--- config.mk ---
export PLATFORM = sky130hd
export DESIGN_NAME = decimal_text_to_fixed_top
export DESIGN_NICKNAME = d
export VERILOG_FILES = /design/src/hw/rtl/dtf_pkg.sv /design/src/hw/rtl/dtf_in_reg.sv /design/src/hw/rtl/dtf_accum.sv /design/src/hw/rtl/dtf_out.sv /design/src/hw/rtl/decimal_text_to_fixed_top.sv
export SDC_FILE = /design/constraint.sdc
export NUM_CORES = 1
export LEC_CHECK = 0
export BUFFER_PORTS_ARGS = -buffer_cell sky130_fd_sc_hd__buf_4
export CAP_MARGIN = 20
export CORE_MARGIN = 1.5
export CORE_UTILIZATION = 25
export DETAILED_ROUTE_END_ITERATION = 7
export HOLD_SLACK_MARGIN = 0.06
export SYNTH_ARGS = -nofsm -noshare
export SYNTH_HDL_FRONTEND = slang
export SYNTH_SLANG_ARGS = --single-unit
export TNS_END_PERCENT = 30
--- constraint.sdc ---
create_clock -name clk -period 7 [get_ports clk]
set_input_delay 1.4 -clock clk [delete_from_list [all_inputs] [get_ports clk]]
set_output_delay 1.4 -clock clk [all_outputs]
set_load 0.01 [all_outputs]
--- src/hw/rtl/dtf_pkg.sv ---
// shared types, constants and codes for the decimal text to fixed point converter
package dtf_pkg;

  // number format
  localparam int INT_BITS        = 31;
  localparam int FRAC_BITS       = 32;
  localparam int MAX_FRAC_DIGITS = 9;
  localparam int MAG_BITS        = INT_BITS + FRAC_BITS;
  localparam int VALUE_BITS      = 64;
  localparam int FDIG_BITS       = 4;

  // character codes
  localparam logic [7:0] CH_ZERO  = 8'd48;
  localparam logic [7:0] CH_NINE  = 8'd57;
  localparam logic [7:0] CH_POINT = 8'd46;
  localparam logic [7:0] CH_MINUS = 8'd45;
  localparam logic [7:0] CH_PLUS  = 8'd43;

  typedef enum logic [1:0] {
    ERR_NONE      = 2'd0,
    ERR_BAD_CHAR  = 2'd1,
    ERR_PLACEMENT = 2'd2
  } err_code_t;

  // input word
  typedef struct packed {
    logic [7:0] ch;
    logic       last;
  } in_word_t;

  // output word
  typedef struct packed {
    logic signed [VALUE_BITS-1:0] value;
    logic [1:0]                   error_code;
  } out_word_t;

  // finished string handed from the accumulator to the output stage
  typedef struct packed {
    logic [MAG_BITS-1:0] mag;
    logic                negative;
    err_code_t           err;
  } res_t;

endpackage

--- src/hw/rtl/dtf_in_reg.sv ---
// input register for incoming character words
module dtf_in_reg
  import dtf_pkg::*;
(
  input  logic     clk,
  input  logic     rst_n,
  input  logic     in_valid,
  output logic     in_stall,
  input  in_word_t in_word,
  input  logic     take,
  output logic     vld_r,
  output in_word_t word_r
);

  logic load;

  // stall only while a held word is not consumed this cycle
  assign in_stall = vld_r && !take;
  assign load     = in_valid && !in_stall;

  always_ff @(posedge clk) begin
    if (!rst_n) begin
      vld_r <= 1'b0;
    end else if (load) begin
      vld_r <= 1'b1;
    end else if (take) begin
      vld_r <= 1'b0;
    end
  end

  always_ff @(posedge clk) begin
    if (load) begin
      word_r <= in_word;
    end
  end

endmodule

--- src/hw/rtl/dtf_accum.sv ---
// per-character parse state and accumulators, result register at string end
module dtf_accum
  import dtf_pkg::*;
(
  input  logic     clk,
  input  logic     rst_n,
  input  logic     vld,
  input  in_word_t word,
  output logic     take,
  input  logic     res_take,
  output logic     res_vld_r,
  output res_t     res_r
);

  localparam logic [INT_BITS+3:0] INT_LIMIT = (INT_BITS+4)'((64'd1 << INT_BITS) - 64'd1);
  localparam logic [63:0] ONE_FRAC = 64'd1 << FRAC_BITS;

  // truncated weights 2^FRAC_BITS / 10^k for k = 1..9
  localparam logic [FRAC_BITS-1:0] FRAC_W [0:8] = '{
    FRAC_BITS'(ONE_FRAC / 64'd10),
    FRAC_BITS'(ONE_FRAC / 64'd100),
    FRAC_BITS'(ONE_FRAC / 64'd1000),
    FRAC_BITS'(ONE_FRAC / 64'd10000),
    FRAC_BITS'(ONE_FRAC / 64'd100000),
    FRAC_BITS'(ONE_FRAC / 64'd1000000),
    FRAC_BITS'(ONE_FRAC / 64'd10000000),
    FRAC_BITS'(ONE_FRAC / 64'd100000000),
    FRAC_BITS'(ONE_FRAC / 64'd1000000000)
  };

  logic [INT_BITS-1:0]  int_acc_r, int_acc_nxt;
  logic [FRAC_BITS-1:0] frac_acc_r, frac_acc_nxt;
  logic [FDIG_BITS-1:0] frac_digits_r, frac_digits_nxt;
  logic                 negative_r, negative_nxt;
  logic                 point_seen_r, point_seen_nxt;
  logic                 at_start_r;
  err_code_t            err_r, err_nxt;

  logic                 res_free;
  logic                 is_digit;
  logic [3:0]           dig;
  logic [INT_BITS+3:0]  int_sum;
  logic [FRAC_BITS-1:0] weight;
  logic [FRAC_BITS+3:0] frac_prod;
  logic [FRAC_BITS-1:0] frac_sum;

  // a word without the end mark needs no room in the result register
  assign res_free = !res_vld_r || res_take;
  assign take     = vld && (!word.last || res_free);

  assign is_digit = word.ch inside {[CH_ZERO:CH_NINE]};
  assign dig      = 4'(word.ch - CH_ZERO);

  // integer digit: acc*10 + d, saturating
  assign int_sum = {1'b0, int_acc_r, 3'b000} + {3'b000, int_acc_r, 1'b0} +
                   (INT_BITS+4)'(dig);

  // fraction digit: weight * d folded into the fraction accumulator
  always_comb begin
    weight = '0;
    if (frac_digits_r < FDIG_BITS'(MAX_FRAC_DIGITS)) begin
      weight = FRAC_W[frac_digits_r];
    end
  end
  assign frac_prod = weight * dig;
  assign frac_sum  = frac_acc_r + frac_prod[FRAC_BITS-1:0];

  // next parse state
  always_comb begin
    int_acc_nxt     = int_acc_r;
    frac_acc_nxt    = frac_acc_r;
    frac_digits_nxt = frac_digits_r;
    negative_nxt    = negative_r;
    point_seen_nxt  = point_seen_r;
    err_nxt         = err_r;
    if (is_digit) begin
      if (!point_seen_r) begin
        int_acc_nxt = (int_sum > INT_LIMIT) ? INT_LIMIT[INT_BITS-1:0] : int_sum[INT_BITS-1:0];
      end else if (frac_digits_r < FDIG_BITS'(MAX_FRAC_DIGITS)) begin
        frac_acc_nxt    = frac_sum;
        frac_digits_nxt = frac_digits_r + FDIG_BITS'(1);
      end
    end else if (word.ch == CH_POINT) begin
      if (point_seen_r) begin
        if (err_r == ERR_NONE) err_nxt = ERR_PLACEMENT;
      end else begin
        point_seen_nxt = 1'b1;
      end
    end else if (word.ch == CH_MINUS || word.ch == CH_PLUS) begin
      if (at_start_r) begin
        if (word.ch == CH_MINUS) negative_nxt = 1'b1;
      end else if (err_r == ERR_NONE) begin
        err_nxt = ERR_PLACEMENT;
      end
    end else if (err_r == ERR_NONE) begin
      err_nxt = ERR_BAD_CHAR;
    end
  end

  // parse state, cleared after the marked last character
  always_ff @(posedge clk) begin
    if (!rst_n) begin
      int_acc_r     <= '0;
      frac_acc_r    <= '0;
      frac_digits_r <= '0;
      negative_r    <= 1'b0;
      point_seen_r  <= 1'b0;
      at_start_r    <= 1'b1;
      err_r         <= ERR_NONE;
    end else if (take) begin
      if (word.last) begin
        int_acc_r     <= '0;
        frac_acc_r    <= '0;
        frac_digits_r <= '0;
        negative_r    <= 1'b0;
        point_seen_r  <= 1'b0;
        at_start_r    <= 1'b1;
        err_r         <= ERR_NONE;
      end else begin
        int_acc_r     <= int_acc_nxt;
        frac_acc_r    <= frac_acc_nxt;
        frac_digits_r <= frac_digits_nxt;
        negative_r    <= negative_nxt;
        point_seen_r  <= point_seen_nxt;
        at_start_r    <= 1'b0;
        err_r         <= err_nxt;
      end
    end
  end

  // result register
  always_ff @(posedge clk) begin
    if (!rst_n) begin
      res_vld_r <= 1'b0;
    end else if (take && word.last) begin
      res_vld_r <= 1'b1;
    end else if (res_take) begin
      res_vld_r <= 1'b0;
    end
  end

  always_ff @(posedge clk) begin
    if (take && word.last) begin
      res_r.mag      <= {int_acc_nxt, frac_acc_nxt};
      res_r.negative <= negative_nxt;
      res_r.err      <= err_nxt;
    end
  end

endmodule

--- src/hw/rtl/dtf_out.sv ---
// sign application and output register
module dtf_out
  import dtf_pkg::*;
(
  input  logic      clk,
  input  logic      rst_n,
  input  logic      res_vld,
  input  res_t      res,
  output logic      res_take,
  output logic      out_valid,
  input  logic      out_stall,
  output out_word_t out_word
);

  logic                  out_vld_r;
  out_word_t             out_word_r;
  logic [VALUE_BITS-1:0] mag_ext;
  logic [VALUE_BITS-1:0] value_nxt;

  assign res_take = res_vld && (!out_vld_r || !out_stall);

  // two's complement when negative, zero on any error
  assign mag_ext = VALUE_BITS'(res.mag);
  always_comb begin
    if (res.err != ERR_NONE) begin
      value_nxt = '0;
    end else if (res.negative) begin
      value_nxt = ~mag_ext + VALUE_BITS'(1);
    end else begin
      value_nxt = mag_ext;
    end
  end

  always_ff @(posedge clk) begin
    if (!rst_n) begin
      out_vld_r <= 1'b0;
    end else if (res_take) begin
      out_vld_r <= 1'b1;
    end else if (!out_stall) begin
      out_vld_r <= 1'b0;
    end
  end

  always_ff @(posedge clk) begin
    if (res_take) begin
      out_word_r.value      <= value_nxt;
      out_word_r.error_code <= res.err;
    end
  end

  assign out_valid = out_vld_r;
  assign out_word  = out_word_r;

endmodule

--- src/hw/rtl/decimal_text_to_fixed_top.sv ---
// top level of the ascii decimal text to q31.32 fixed point converter
//
//   port group  dir  word       meaning
//   in_         in   in_word_t  one character, last marks end of string
//   out_        out  out_word_t signed q31.32 value and error code
//
// one character per cycle while in_stall is low; a result passes through the
// accumulator register, then the output register, once its marked last character is taken.
// the combinational character update (multiply by ten, weight multiply-add)
// sets the cycle time. synchronous active-low reset clears the valid flags and parse state.
// in_stall rises only when words are held up behind a stalled result.
module decimal_text_to_fixed_top
  import dtf_pkg::*;
(
  input  logic      clk,
  input  logic      rst_n,
  input  logic      in_valid,
  output logic      in_stall,
  input  in_word_t  in_word,
  output logic      out_valid,
  input  logic      out_stall,
  output out_word_t out_word
);

  logic     in_vld_r;
  in_word_t in_word_r;
  logic     take;
  logic     res_vld;
  res_t     res;
  logic     res_take;

  dtf_in_reg u_in_reg (
    .clk      (clk),
    .rst_n    (rst_n),
    .in_valid (in_valid),
    .in_stall (in_stall),
    .in_word  (in_word),
    .take     (take),
    .vld_r    (in_vld_r),
    .word_r   (in_word_r)
  );

  dtf_accum u_accum (
    .clk       (clk),
    .rst_n     (rst_n),
    .vld       (in_vld_r),
    .word      (in_word_r),
    .take      (take),
    .res_take  (res_take),
    .res_vld_r (res_vld),
    .res_r     (res)
  );

  dtf_out u_out (
    .clk       (clk),
    .rst_n     (rst_n),
    .res_vld   (res_vld),
    .res       (res),
    .res_take  (res_take),
    .out_valid (out_valid),
    .out_stall (out_stall),
    .out_word  (out_word)
  );

endmodule

* Word-level counts from Yosys, hierarchy flattened
Memory sizes are Yosys's and may differ from the RTL's. Cells that the tools add are included. Widths: inputs -> output; s select.
Cells by class: $mul 1, add/subtract/negate cells 6, reduce and logical (&&, ||, !) cells 27, bitwise operators 3, multiplexer cells 40, $lt $le $gt $ge 5, equality and inequality tests 5
Operators with widths (number):
- $mux 32 | 7
- $mux 31 | 4
- $add 64x1->64 const B | 1
- $not 63->64 | 1
- $mux 63 | 1
- $add 34x32->35 | 1
- $add 35x4->35 | 1
- $gt 35x31->1 const B | 1
- $add 32x32->32 | 1
- $mul 32x4->32 | 1
- $eq 8x6->1 const B | 3
- $mux 1 | 16
- $mux 2 | 8
- $mux 4 | 4
- $reduce_bool 2->1 | 7
- $ge 8x6->1 const B | 1
- $le 8x6->1 const B | 1
- $logic_and 1x1->1 | 6
- $logic_not 1->1 | 6
- $ge 5x5->1 const B | 1
- $not 4->5 | 1
- $add 4x1->4 const B | 1
- $logic_or 1x1->1 | 4
- $lt 4x4->1 const B | 1
- other kinds (8) | 8
Storage, ports and cells: bits of input ports 13, memories 1, bits in read-only memories 512, register bits after elaboration 216
Memories:
- (name not given) | words 16, width 32, rd ports 1, clocked after memory_dff 0, wr ports 0, line dtf_accum.sv:62 | weight = FRAC_W[frac_digits_r];

* Longest topological paths before layout
Gate-level depths: netlist (run 1).
depth after elaboration 11, gate-level depth with buffers 23

* Cells and area by module
Synthesis (run 1) repeated with hierarchy kept, for this count alone.
Unflattened totals: cells, all modules 1808, area total of the unflattened synthesis 16747.3 um2
Modules (own cells, without submodules):
- dtf_accum | cells each 1396, area an instance 12395.6 um2, times used 1
- dtf_out | cells each 399, area an instance 4033.9 um2, times used 1
- dtf_in_reg | cells each 13, area an instance 317.8 um2, times used 1

* Least setup slack after synthesis (run 1)
OpenSTA, ideal clock, no wires.
kind input port to flip-flop, start in out_stall, end reg u_out.out_word_r, in the netlist u_out.out_word[0] (enable), path buffers 0, stages 1, data required time 6.410 ns, setup slack 0.198 ns, data arrival time 6.212 ns, path through a21boi_0
On the way: cells in the longest elaborated chain, start to end 3
RTL lines:
- start, declared | line decimal_text_to_fixed_top.sv:21 | input logic out_stall,
- $logic_not 1->1 | line dtf_out.sv:20 | assign res_take = res_vld && (!out_vld_r || !out_stall);
- $logic_or 1x1->1 | line dtf_out.sv:20
- $logic_and 1x1->1 | line dtf_out.sv:20
- end, declared | line dtf_out.sv:16 | out_word_t out_word_r;
Every way passes these cells. A chain may end at the register's enable or synchronous reset.

* Final worst setup path (run 1)
start reg u_accum.frac_digits_r[1], end reg u_accum.res_r[31] (netlist name), data pin
On the way: cells in the longest elaborated chain, start to end 10, elaborated cells on any way between the ends 11, those cells by class add/sub (1); mul (1); order compare (1); mux (6); bitwise (1); memory (1)
RTL lines:
- start, declared | line dtf_accum.sv:33 | logic [FDIG_BITS-1:0] frac_digits_r, frac_digits_nxt;
- start signal, assigned | line dtf_accum.sv:122 | frac_digits_r <= frac_digits_nxt;
- $not 4->5 (implied by the code) | line dtf_accum.sv:62
- $mem_v2 16x32
- $mux 32 (implied by the code) (2 in series) | line dtf_accum.sv:62
- $mux 32 | line dtf_accum.sv:61 | if (frac_digits_r < FDIG_BITS'(MAX_FRAC_DIGITS)) begin
- $mul 32x4->32 | line dtf_accum.sv:65 | assign frac_prod = weight * dig;
- $add 32x32->32 | line dtf_accum.sv:66 | assign frac_sum = frac_acc_r + frac_prod[FRAC_BITS-1:0];
- $mux 32 (*) | line dtf_accum.sv:79 | end else if (frac_digits_r < FDIG_BITS'(MAX_FRAC_DIGITS)) begin
- $mux 32 (*) | line dtf_accum.sv:77 | if (!point_seen_r) begin
- $mux 32 (*) | line dtf_accum.sv:76 | if (is_digit) begin
- named net u_accum.frac_acc_nxt[28] | line dtf_accum.sv:32 | logic [FRAC_BITS-1:0] frac_acc_r, frac_acc_nxt;
- end, declared | line dtf_accum.sv:12 | output res_t res_r
The timed path passes the listed nets; every way through them passes the cells marked *. The select of a mux whose other input is x is not followed.

==> metrics.md, run 1 <==
| Metric | Value |
|---|---|
| CP Class | flop to flop |
| Area share of the largest cell type after synthesis | 25.8% |
| Final Setup Violations | 0 |
| Drt pass-1 iters | 7 |
| Leading cell types in the layout, fill and taps excluded | 183 x nor2_1, 176 x inv_1, 152 x nand2_1 |
| IO buf count | 80 |
| Async SR Flop Fraction | 0% |
| Routed wire length per instance | 15.1 um |
| N_diodes | 0 |
| Crit path max-delay cell type | dfxtp_1 |
| Period utilisation layout | 90.0% |
| Synth area leaders | edfxtp_1 26%, fa_1 9.4%, dfxtp_1 9.2% |
| Max-cap viol count | 0 |
| Setup TNS | 0 ns |
| Initial antenna violation count | 1 |
| Unrepaired setup endpoints after global routing | no |
| Mapped Nets | 2002 |
| Antenna Nets Post-Route | 0 |
| CP Max Fanout | 14 |
| Crit path buf inv count | 4 |
| # rows | 93 |
| Clock latency on the worst-skew pair | 0.57 ns |
| Clk sinks | 216 |
| # resized after CTS | 0 |
| Design area | 0.0189 sq mm |
| CTS buffer count | 28 |
| Fill count | 6704 |
| Post-Syn Area | 0.0164 sq mm |
| Slew HR | 35.3% |
| Critical-path cell list | inv_1 > ha_1 > nor2b_1 > nand2b_1 > o31a_1 > and2_1 > fa_1 > fa_1 > inv_1 > fa_1 > inv_1 > ha_1 > o21a_1 > nor2_1 > o32ai_1 > buf_4 > a21oi_1 > nand2_1 > a41o_1 > and4_1 > a2111oi_0 > o21ai_0 |
| Hold WS | 0.480 ns |
| Layout Cells excl Fill | 2714 |
| Die W | 259 um |
| Worst VDD drop | 122 uV |
| Cell area power density | 180 mW/mm^2 |
| Vias post-DR | 13056 |
| Clock root cell | clkbuf_16 |
| CTS tree | built |
| Fin util | 29.2% |
| Largest net degree at the start of global routing | 74 |
| Sequential fraction of the synthesis area | 35.0% |
| DR iter-0 viols | 834 |
| Fraction of layout cells with a size suffix above 1 | 9.90% |
| Vias in the first global route | 12828 |
| Max Slew Vio Count | 0 |
| Min Tclk post-route | 6.30 ns |
| Critical Path AT | 6.58 ns |
| Seq cells post-synth | 216 |
| Reg clk slew, reported paths | 0.06 ns |
| Synth cell types | 73 |
| Number of enable flip-flop cells after synthesis | 141 |
| Die height | 259 um |
| Critical path's largest stage delay | 0.60 ns |
| Hold Crit Class | flop to flop |
| Routability cong. | 0.911 |
| CTS Buffer Depth | 3 |
| Status | completed |
| Yosys top cell by area | edfxtp_1 |
| # H-tree levels | 1 |
| Slew @ Worst Pin | 0.969 ns |
| Critical path endpoint category | flop |
| GR Overflow Total | 0 |
| Syn Area/Cell | 9.13 sq um |
| Leakage power | 0.00766 uW |
| Register area | 0.00574 sq mm |
| Top FF cell, synth | edfxtp_1 |
| Initial core utilization | 25.4% |
| Layout net count | 2044 |
| Final WL | 41100 um |
| Req. time, crit path | 7.27 ns |
| Core area | 0.0646 sq mm |
| Post-detailed-placement half-perimeter wirelength | 30900 um |
| Vias per cell | 4.81 |
| Post-Place Cells | 2662 |
| Leading cell type in the layout, fill and taps excluded | nor2_1 |
| Endpoints failing hold | 0 |
| Cells after synthesis | 1796 |
| Final worst clock skew | 0.0186 ns |
| Die area | 0.0671 sq mm |
| Hold_buf cts | 0 |
| Layout area overhead | 15.2% |
| Synth warn | 0 |
| Global-route usage over all layers | 12.0% |
| Post-CTS setup repair buffer count | 0 |
| Top delay family on crit path | adder cells |
| # IOs | 81 |
| Max Freq | 159 MHz |
| Global-route wire length before repair | 67100 um |
| Startpoint types | flop |
| Area of the multi-input gates | 0.00973 sq mm |
| Placed cell areas | 0.0180 sq mm |
| DRC errors left | 0 |
kinds of logic after synthesis:
family	after synthesis	synth area share, %
flip-flops	216	35.0
adder cells (fa/ha/maj)	193	18.3
XOR/XNOR	112	5.98
multiplexers	1	0.0611
AO/OA/AOI/OAI	370	14.7
buffers and inverters	265	6.08
AND/OR/NAND/NOR	639	19.9
path summary, 6_finish.rpt:
| kind | start | endpoint | slack, ns | depth (start not counted) |
|---|---|---|---|---|
| hold reg to reg | u_accum.at_start_r | u_accum.at_start_r | 0.48 | 2 |
| setup reg to reg | u_accum.frac_digits_r[1] | u_accum.res_r[31] | 0.70 | 22 |
| setup / recovery | u_accum.frac_digits_r[1] | u_accum.res_r[31] | 0.70 | 22 |
| hold / removal | u_accum.at_start_r | u_accum.at_start_r | 0.48 | 2 |
worst min-delay path: cells and delay by family (launching register included):
kind,cells,cell delay (ns)
flops,1,0.33
simple gates,2,0.10
sequential cells by signal, indices dropped and copies added (netlist names), 2 cells and up:
name / cells
u_accum.res_r: 66
u_out.out_word: 66
u_in_reg.word_r: 9
u_accum.int_acc_r: 31
u_accum.err_r: 2
u_accum.frac_acc_r: 32
u_accum.frac_digits_r: 4
area by class of cell:
class,instances,share of cell area (%)
clock buffers,34,3.99
clock inverters,17,0.802
well taps,855,5.67
inverters,177,3.52
flip-flops and latches,216,30.4
repair buffers,100,4.10
multi-input cells,1315,51.5
stage by stage:
stage	power, uW	setup WS (ns)
after global routing	3580	0.128
after global placement	2020	0.954
final	3400	0.697
after detailed placement	2030	0.760
after floorplan	1870	0.198
after CTS	3440	0.750
where the power goes:
part           switching (uW)  leakage, uW  total, uW  internal (uW)
clock                     583     0.000449       1390            811
combinational             364      0.00532        602            238
sequential               25.1      0.00189       1400           1380
total                     972      0.00766       3400           2430
routing by layer:
metal,wire length [um],track usage (%)
met1,19500,16.5
met2,18400,19.7
met3,2150,1.55
met4,1040,3.64
met5,17,0
cells in the mapped netlist (7+ instances only):
library cell	instances
a211oi_1	14
a21boi_0	7
a21o_1	29
a21oi_1	72
a22oi_1	17
and2_1	49
and3_1	16
buf_1	7
clkbuf_1	80
dfxtp_1	75
edfxtp_1	141
fa_1	77
ha_1	116
inv_1	177
nand2_1	152
nand2b_1	20
nand3_1	17
nand4_1	7
nor2_1	183
nor2b_1	30
nor3_1	39
nor3b_1	9
nor4_1	39
nor4b_1	22
o211ai_1	7
o21a_1	12
o21ai_0	91
o21ai_1	7
o21bai_1	7
o22ai_1	22
o31ai_1	27
o41ai_1	13
or2_2	12
or3_1	8
or4_1	10
xnor2_1	28
xor2_1	84
(Power assumes the default switching activity.)
==> inputs of run 2 (changes only) <==
--- a/config.mk
+++ b/config.mk
@@ -8,7 +8,7 @@
 export BUFFER_PORTS_ARGS = -buffer_cell sky130_fd_sc_hd__buf_4
 export CAP_MARGIN = 20
 export CORE_MARGIN = 1.5
-export CORE_UTILIZATION = 25
+export CORE_UTILIZATION = 35
 export DETAILED_ROUTE_END_ITERATION = 7
 export HOLD_SLACK_MARGIN = 0.06
 export SYNTH_ARGS = -nofsm -noshare
==> run 2 against run 1 <==
Effect of this change: sequential share of layout area grew 0.86 points; global-route usage rose by 4.5 points; cell area fell by 2.7%; combinational power fell by 2%; critical path depth shrank 1; register-to-register slack got worse by 0.29 ns; largest cell class unchanged; highest routed layer is now met4.
==> metrics.md, run 2 (same netlist as run 1, synthesis figures left out) <==
| Metric | Value |
|---|---|
| Worst VDD drop | 141 uV (+15%) |
| Core area | 0.0464 sq mm (-28%) |
| Hold_buf cts | 0 (unchanged) |
| Max Slew Vio Count | 0 (unchanged) |
| Clk sinks | 216 (unchanged) |
| Slew HR | 27.9% (-7.4 points) |
| CTS buffer count | 25 (-11%) |
| Worst Hold End | u_out.out_word[0] |
| N_diodes | 0 (unchanged) |
| Placed cell areas | 0.0176 sq mm (-2.2%) |
| R2r endpoint | u_accum.res_r[31] |
| Vias in the first global route | 12094 (-5.7%) |
| Leading cell type in the layout, fill and taps excluded | nor2_1 |
| Period utilisation layout | 94.1% (+4.1 points) |
| Cell area power density | 175 mW/mm^2 (-2.7%) |
| Routed wire length per instance | 16.3 um (+7.8%) |
| # rows | 79 (-15%) |
| Fill count | 4540 (-32%) |
| DR iter-0 viols | 1043 (+25%) |
| Post-detailed-placement half-perimeter wirelength | 30200 um (-2.0%) |
| GR Overflow Total | 0 (unchanged) |
| Leading cell types in the layout, fill and taps excluded | 183 x nor2_1, 176 x inv_1, 152 x nand2_1 |
| Reg clk slew, reported paths | 0.06 ns (about the same) |
| DRC errors left | 0 (unchanged) |
| CTS Buffer Depth | 3 (unchanged) |
| Worst Setup Slack post-DPL | 0.542 ns (-0.217 ns) |
| Critical path endpoint category | flop |
| Vias per cell | 5.28 (+9.8%) |
| Reg2reg start | u_accum.frac_digits_r[1] |
| Req. time, crit path | 7.26 ns (about the same) |
| Hold Startpoint | u_accum.res_r[0] |
| CP Class | flop to flop |
| CTS tree | built |
| Die area | 0.0481 sq mm (-28%) |
| Design area | 0.0184 sq mm (-2.7%) |
| Final WL | 40000 um (-2.6%) |
| Final worst clock skew | 0.0274 ns (+0.00887 ns) |
| Hold-critical path depth | 0 (-2) |
| Routability cong. | 0.882 (-3.2%) |
| # resized after CTS | 0 (unchanged) |
| Initial antenna violation count | 0 (-1) |
| Min Tclk post-route | 6.59 ns (+0.285 ns) |
| Layout area overhead | 12.0% |
| Largest net degree at the start of global routing | 70 (-5.4%) |
| Max Freq | 152 MHz (-4.3%) |
| Leakage power | 0.00754 uW (-1.6%) |
| Slew @ Worst Pin | 1.08 ns (+0.110 ns) |
| Startpoint types | flop |
| Final Setup Violations | 0 (unchanged) |
| Post-CTS setup repair buffer count | 0 (unchanged) |
| Critical Path AT | 6.85 ns (+0.27 ns) |
| Unrepaired setup endpoints after global routing | no |
| Drt pass-1 iters | 5 (-2) |
| Vias post-DR | 12968 (-0.67%) |
| Max-cap viol count | 0 (unchanged) |
| # IOs | 81 (unchanged) |
| Setup TNS | 0 ns (unchanged) |
| Register-to-Register Path Depth | 21 (-4.5%) |
| Initial core utilization | 35.4% (+10 points) |
| Fin util | 39.6% (+10 points) |
| IO buf count | 80 (unchanged) |
| Antenna Nets Post-Route | 0 (unchanged) |
| Reg2Reg Setup Slack | 0.41 ns (-0.29 ns) |
| Fraction of layout cells with a size suffix above 1 | 9.15% (-0.75 points) |
| Die W | 219 um (-15%) |
| Clock latency on the worst-skew pair | 0.56 ns (about the same) |
| Setup slack after layout | 0.412 ns (-0.285 ns) |
| Hold Crit Class | flop to flop |
| Endpoints failing hold | 0 (unchanged) |
| Layout net count | 2034 (-0.49%) |
| # H-tree levels | 1 (unchanged) |
| CP Max Fanout | 14 (unchanged) |
| Clock root cell | clkbuf_16 |
| Die height | 219 um (-15%) |
| Global-route wire length before repair | 64300 um (-4.2%) |
| Global-route usage over all layers | 16.5% (+4.5 points) |
| Status | completed |
[run 2: cell count changes in the layout (fill, tap and decap cells not counted)]
cell,change
buf_4,-6
clkbuf_1,+3
clkbuf_16,-3
clkbuf_8,-2
clkinvlp_4,+2
buf_6,-1
bufinv_16,-1
clkinv_4,-1
clkinv_8,-1
inv_6,-1
inv_8,-1
[run 2: worst max-delay path by stage]
stage | cells after the start | end | from | slack [ns]
5_1_grt | 21 | u_accum.res_r[31] | u_accum.frac_digits_r[1] | 0.1
2_1_floorplan | 1 | u_out.out_word[0] | out_stall | 0.20
6_report | 21 | u_accum.res_r[31] | u_accum.frac_digits_r[1] | 0.41
3_5_place_dp | 21 | u_accum.res_r[31] | u_accum.frac_digits_r[1] | 0.54
4_1_cts | 21 | u_accum.res_r[31] | u_accum.frac_digits_r[1] | 0.51
3_3_place_gp | 21 | u_accum.res_r[31] | u_accum.frac_digits_r[1] | 0.74
[run 2: per-stage QoR]
step	cells	total power [uW]	hold slack [ns]
after floorplan	1796	1870	0.417
after global placement	2406	2010	0.439
after detailed placement	2406	2020	0.438
after CTS	2452	3250	0.451
after global routing	2454	3390	0.474
final	2454	3220	0.455
[run 2: metal layers]
metal,vias to the layer above,share of wire (%),GRT usage (%)
li1,6370,-,-
met1,6167,50,25.0
met2,378,41,24.4
met3,53,6.2,2.18
met4,0,2.3,4.52
met5,-,0,0
[run 2: cell type report]
cell class,count,area (sq um),share of cell area [%]
clock buffer,32,662,3.60
clock inverter,14,91.3,0.497
inverter,177,664,3.62
multi-input combinational,1315,9730,53.0
sequential,216,5740,31.2
tap,607,759,4.14
timing repair buffer,93,718,3.91
[run 2: where the power goes]
group          internal, uW  switching [uW]  leakage (uW)
clock                   674             545      0.000366
combinational           234             356       0.00529
sequential             1380            31.5       0.00189
[run 2: critical path, cell delays in order, from the launching register on]
cell and delay [ns]:
dfxtp_1 0.63, inv_1 0.28, ha_1 0.25, nor2b_1 0.14, nand2b_1 0.20, o31a_1 0.18
and2_1 0.19, fa_1 0.49, fa_1 0.55, inv_1 0.06, fa_1 0.49, inv_1 0.04
ha_1 0.33, o21ai_0 0.14, o21a_1 0.24, o32ai_1 0.62, a21oi_1 0.32, nand2_1 0.14
a41o_1 0.26, a2111oi_0 0.13, a2111oi_0 0.47, o21ai_0 0.13
==> inputs of run 3 (changes only) <==
--- a/config.mk
+++ b/config.mk
@@ -7,10 +7,13 @@
 export LEC_CHECK = 0
 export BUFFER_PORTS_ARGS = -buffer_cell sky130_fd_sc_hd__buf_4
 export CAP_MARGIN = 20
+export CELL_PAD_IN_SITES_DETAIL_PLACEMENT = 1
+export CELL_PAD_IN_SITES_GLOBAL_PLACEMENT = 1
 export CORE_MARGIN = 1.5
 export CORE_UTILIZATION = 35
 export DETAILED_ROUTE_END_ITERATION = 7
 export HOLD_SLACK_MARGIN = 0.06
+export PLACE_DENSITY_LB_ADDON = 0.1
 export SYNTH_ARGS = -nofsm -noshare
 export SYNTH_HDL_FRONTEND = slang
 export SYNTH_SLANG_ARGS = --single-unit
==> run 3 against run 2 <==
Effect of this change: sequential share of layout area down 0.36 points; clock power up 16%; critical path depth down 2; wire length up 19%; flip-flop and latch count unchanged; clock skew up 0.0030 ns; register-to-register slack better by 0.16 ns; power up 7.1%; largest power group unchanged; utilization up 0.46 points.
==> metrics.md, run 3 (same netlist as run 1, synthesis figures left out) <==
| Metric | Value |
|---|---|
| Endpoints failing hold | 0 (unchanged) |
| Drt pass-1 iters | 5 (unchanged) |
| Slew HR | 38.0% (+10 points) |
| Post-detailed-placement half-perimeter wirelength | 36700 um (+21%) |
| Min Tclk post-route | 6.43 ns (-0.159 ns) |
| CP Class | flop to flop |
| Die height | 219 um (unchanged) |
| CTS buffer count | 26 (+4.0%) |
| Final worst clock skew | 0.0304 ns (+0.00296 ns) |
| Int Pwr | 2450 uW (+7.0%) |
| Startpoint types | flop |
| Net Sw Frac | 29.0% (+0.084 points) |
| GR peak layer | met1 |
| Core area | 0.0464 sq mm (unchanged) |
| Max-cap viol count | 0 (unchanged) |
| Psw | 1000 uW (+7.4%) |
| Leading cell types in the layout, fill and taps excluded | 183 x nor2_1, 176 x inv_1, 152 x nand2_1 |
| # IOs | 81 (unchanged) |
| Die area | 0.0481 sq mm (unchanged) |
| Antenna Nets Post-Route | 0 (unchanged) |
| Vias per cell | 5.28 (-0.17%) |
| DRC errors left | 0 (unchanged) |
| Critical path endpoint category | flop |
| GR Overflow Total | 0 (unchanged) |
| Cell area power density | 186 mW/mm^2 (+5.9%) |
| Post-CTS setup repair buffer count | 0 (unchanged) |
| Final Setup Violations | 0 (unchanged) |
| Crit path buf inv count | 3 (unchanged) |
| Share of total power in sequential cells | 40.8% (-3.0 points) |
| Fraction of layout cells with a size suffix above 1 | 9.87% (+0.72 points) |
| Worst Setup Slack post-DPL | 0.549 ns (+0.00616 ns) |
| Layout area overhead | 13.4% |
| Crit path max-delay cell type | dfxtp_1 |
| Global-route wire length before repair | 75000 um (+17%) |
| Clock latency on the worst-skew pair | 0.56 ns (about the same) |
| Setup TNS | 0 ns (unchanged) |
| Layout net count | 2041 (+0.34%) |
| Hold_buf cts | 0 (unchanged) |
| Largest net degree at the start of global routing | 67 (-4.3%) |
| Max Slew Vio Count | 0 (unchanged) |
| Unrepaired setup endpoints after global routing | no |
| Die W | 219 um (unchanged) |
| Clk network pwr share | 40.8% (+3.0 points) |
| Initial antenna violation count | 2 (+2) |
| DR iter-0 viols | 712 (-32%) |
| Max Freq | 156 MHz (+2.5%) |
| Reg clk slew, reported paths | 0.06 ns (about the same) |
| # rows | 79 (unchanged) |
| Clock root cell | clkbuf_16 |
| Hold Crit Class | flop to flop |
| IO buf count | 80 (unchanged) |
| Final WL | 47500 um (+19%) |
| Routability cong. | 0.866 (-1.7%) |
| Worst VDD drop | 163 uV (+15%) |
| Status | completed |
| CTS tree | built |
| Met1 usage | 32.0% (+7.0 points) |
| Top delay family on crit path | compound AO/OA/AOI/OAI gates |
| Leading cell type in the layout, fill and taps excluded | nor2_1 |
| Logic pwr share | 18.4% (about the same) |
| # H-tree levels | 1 (unchanged) |
| N_diodes | 0 (unchanged) |
| Tot Pwr | 3450 uW (+7.1%) |
| Initial core utilization | 35.4% (unchanged) |
| Critical Path AT | 6.67 ns (-0.18 ns) |
| CP Max Fanout | 14 (unchanged) |
| Setup slack after layout | 0.571 ns (+0.159 ns) |
| Period utilisation layout | 91.8% (-2.3 points) |
| Slew @ Worst Pin | 0.930 ns (-0.149 ns) |
| Vias in the first global route | 13047 (+7.9%) |
| Global-route usage over all layers | 19.8% (+3.3 points) |
| CTS Buffer Depth | 3 (unchanged) |
| Routed wire length per instance | 19.3 um (+18%) |
| GRT met3 Usage | 1.98% (-0.19 points) |
| Placed cell areas | 0.0176 sq mm (+0.21%) |
| Req. time, crit path | 7.24 ns (-0.02 ns) |
| Design area | 0.0186 sq mm (+1.2%) |
| Vias post-DR | 12988 (+0.15%) |
| Leakage power | 0.00765 uW (+1.4%) |
| Critical-path cell list | inv_1 > ha_1 > a211oi_1 > and2_1 > fa_1 > fa_1 > inv_1 > fa_1 > inv_1 > ha_1 > a21o_1 > a21oi_1 > o32ai_2 > a21oi_1 > nand2_1 > a41o_1 > and4_1 > a2111oi_0 > o21ai_0 |
| GR Util met2 | 28.3% (+4.0 points) |
| Critical path's largest stage delay | 0.65 ns (+0.02 ns) |
| Clk sinks | 216 (unchanged) |
-- run 3: changes by cell type in the layout (fill, tap and decap cells not counted), moves of 2 or more --
cell,previous run,this run
clkbuf_16,25,29
bufinv_16,0,2
clkbuf_1,6,0
buf_4,92,96
-- run 3: area by class of cell --
cell class              instances  area, sq um
fillers                      5309        27800
multi-input cells            1315         9740
flip-flops and latches        216         5740
repair buffers                 99          777
well taps                     607          759
clock buffers                  29          726
inverters                     177          664
clock inverters                19          176
-- run 3: metal layers --
layer	wire length, um	up-vias
met2	19000	202
met3	1820	34
met5	0	-
li1	-	6373
met1	26300	6379
met4	426	0
-- run 3: worst paths after layout --
check | cells after the start | endpoint | slack, ns | startpoint
worst max-delay path | 19 | u_accum.res_r[31] | 0.57 | u_accum.frac_digits_r[1]
worst min-delay path | 0 | u_out.out_word[0] | 0.46 | u_accum.res_r[0]
worst max register to register | 19 | u_accum.res_r[31] | 0.57 | u_accum.frac_digits_r[1]
worst min register to register | 0 | u_out.out_word[0] | 0.46 | u_accum.res_r[0]
-- run 3: repair_timing --
action / in CTS / in global routing
resized for setup: 0 / 1
hold endpoints to repair: 0 / 0
endpoints found under the setup margin: 0 / 1
-- run 3: worst reg2reg max path, delay by kind of cell, from the launching register on --
| kind | cells | cell delay, ns |
|---|---|---|
| simple gates | 3 | 0.51 |
| compound gates | 8 | 2.34 |
| flops | 1 | 0.65 |
| fa+ha+maj | 5 | 2.24 |
| buf+inv | 3 | 0.38 |
-- run 3: power groups by stage --
| stage | clock, uW | combinational (uW) | sequential, uW |
|---|---|---|---|
| global route | 1500 | 715 | 1410 |
| CTS | 1450 | 632 | 1410 |
| floorplan | 0 | 447 | 1430 |
| detailed placement | 0 | 629 | 1430 |
| global placement | 0 | 616 | 1430 |
| finish | 1410 | 634 | 1410 |
-- run 3: stage by stage --
| step | hold WS (ns) | cells | utilization, % |
|---|---|---|---|
| after detailed placement | 0.455 | 2411 | 38.0 |
| after floorplan | 0.417 | 1796 | - |
| after CTS | 0.468 | 2459 | 39.9 |
| after global routing | 0.479 | 2462 | 40.1 |
| final | 0.464 | 2462 | 40.1 |
| after global placement | 0.447 | 2411 | 38.0 |
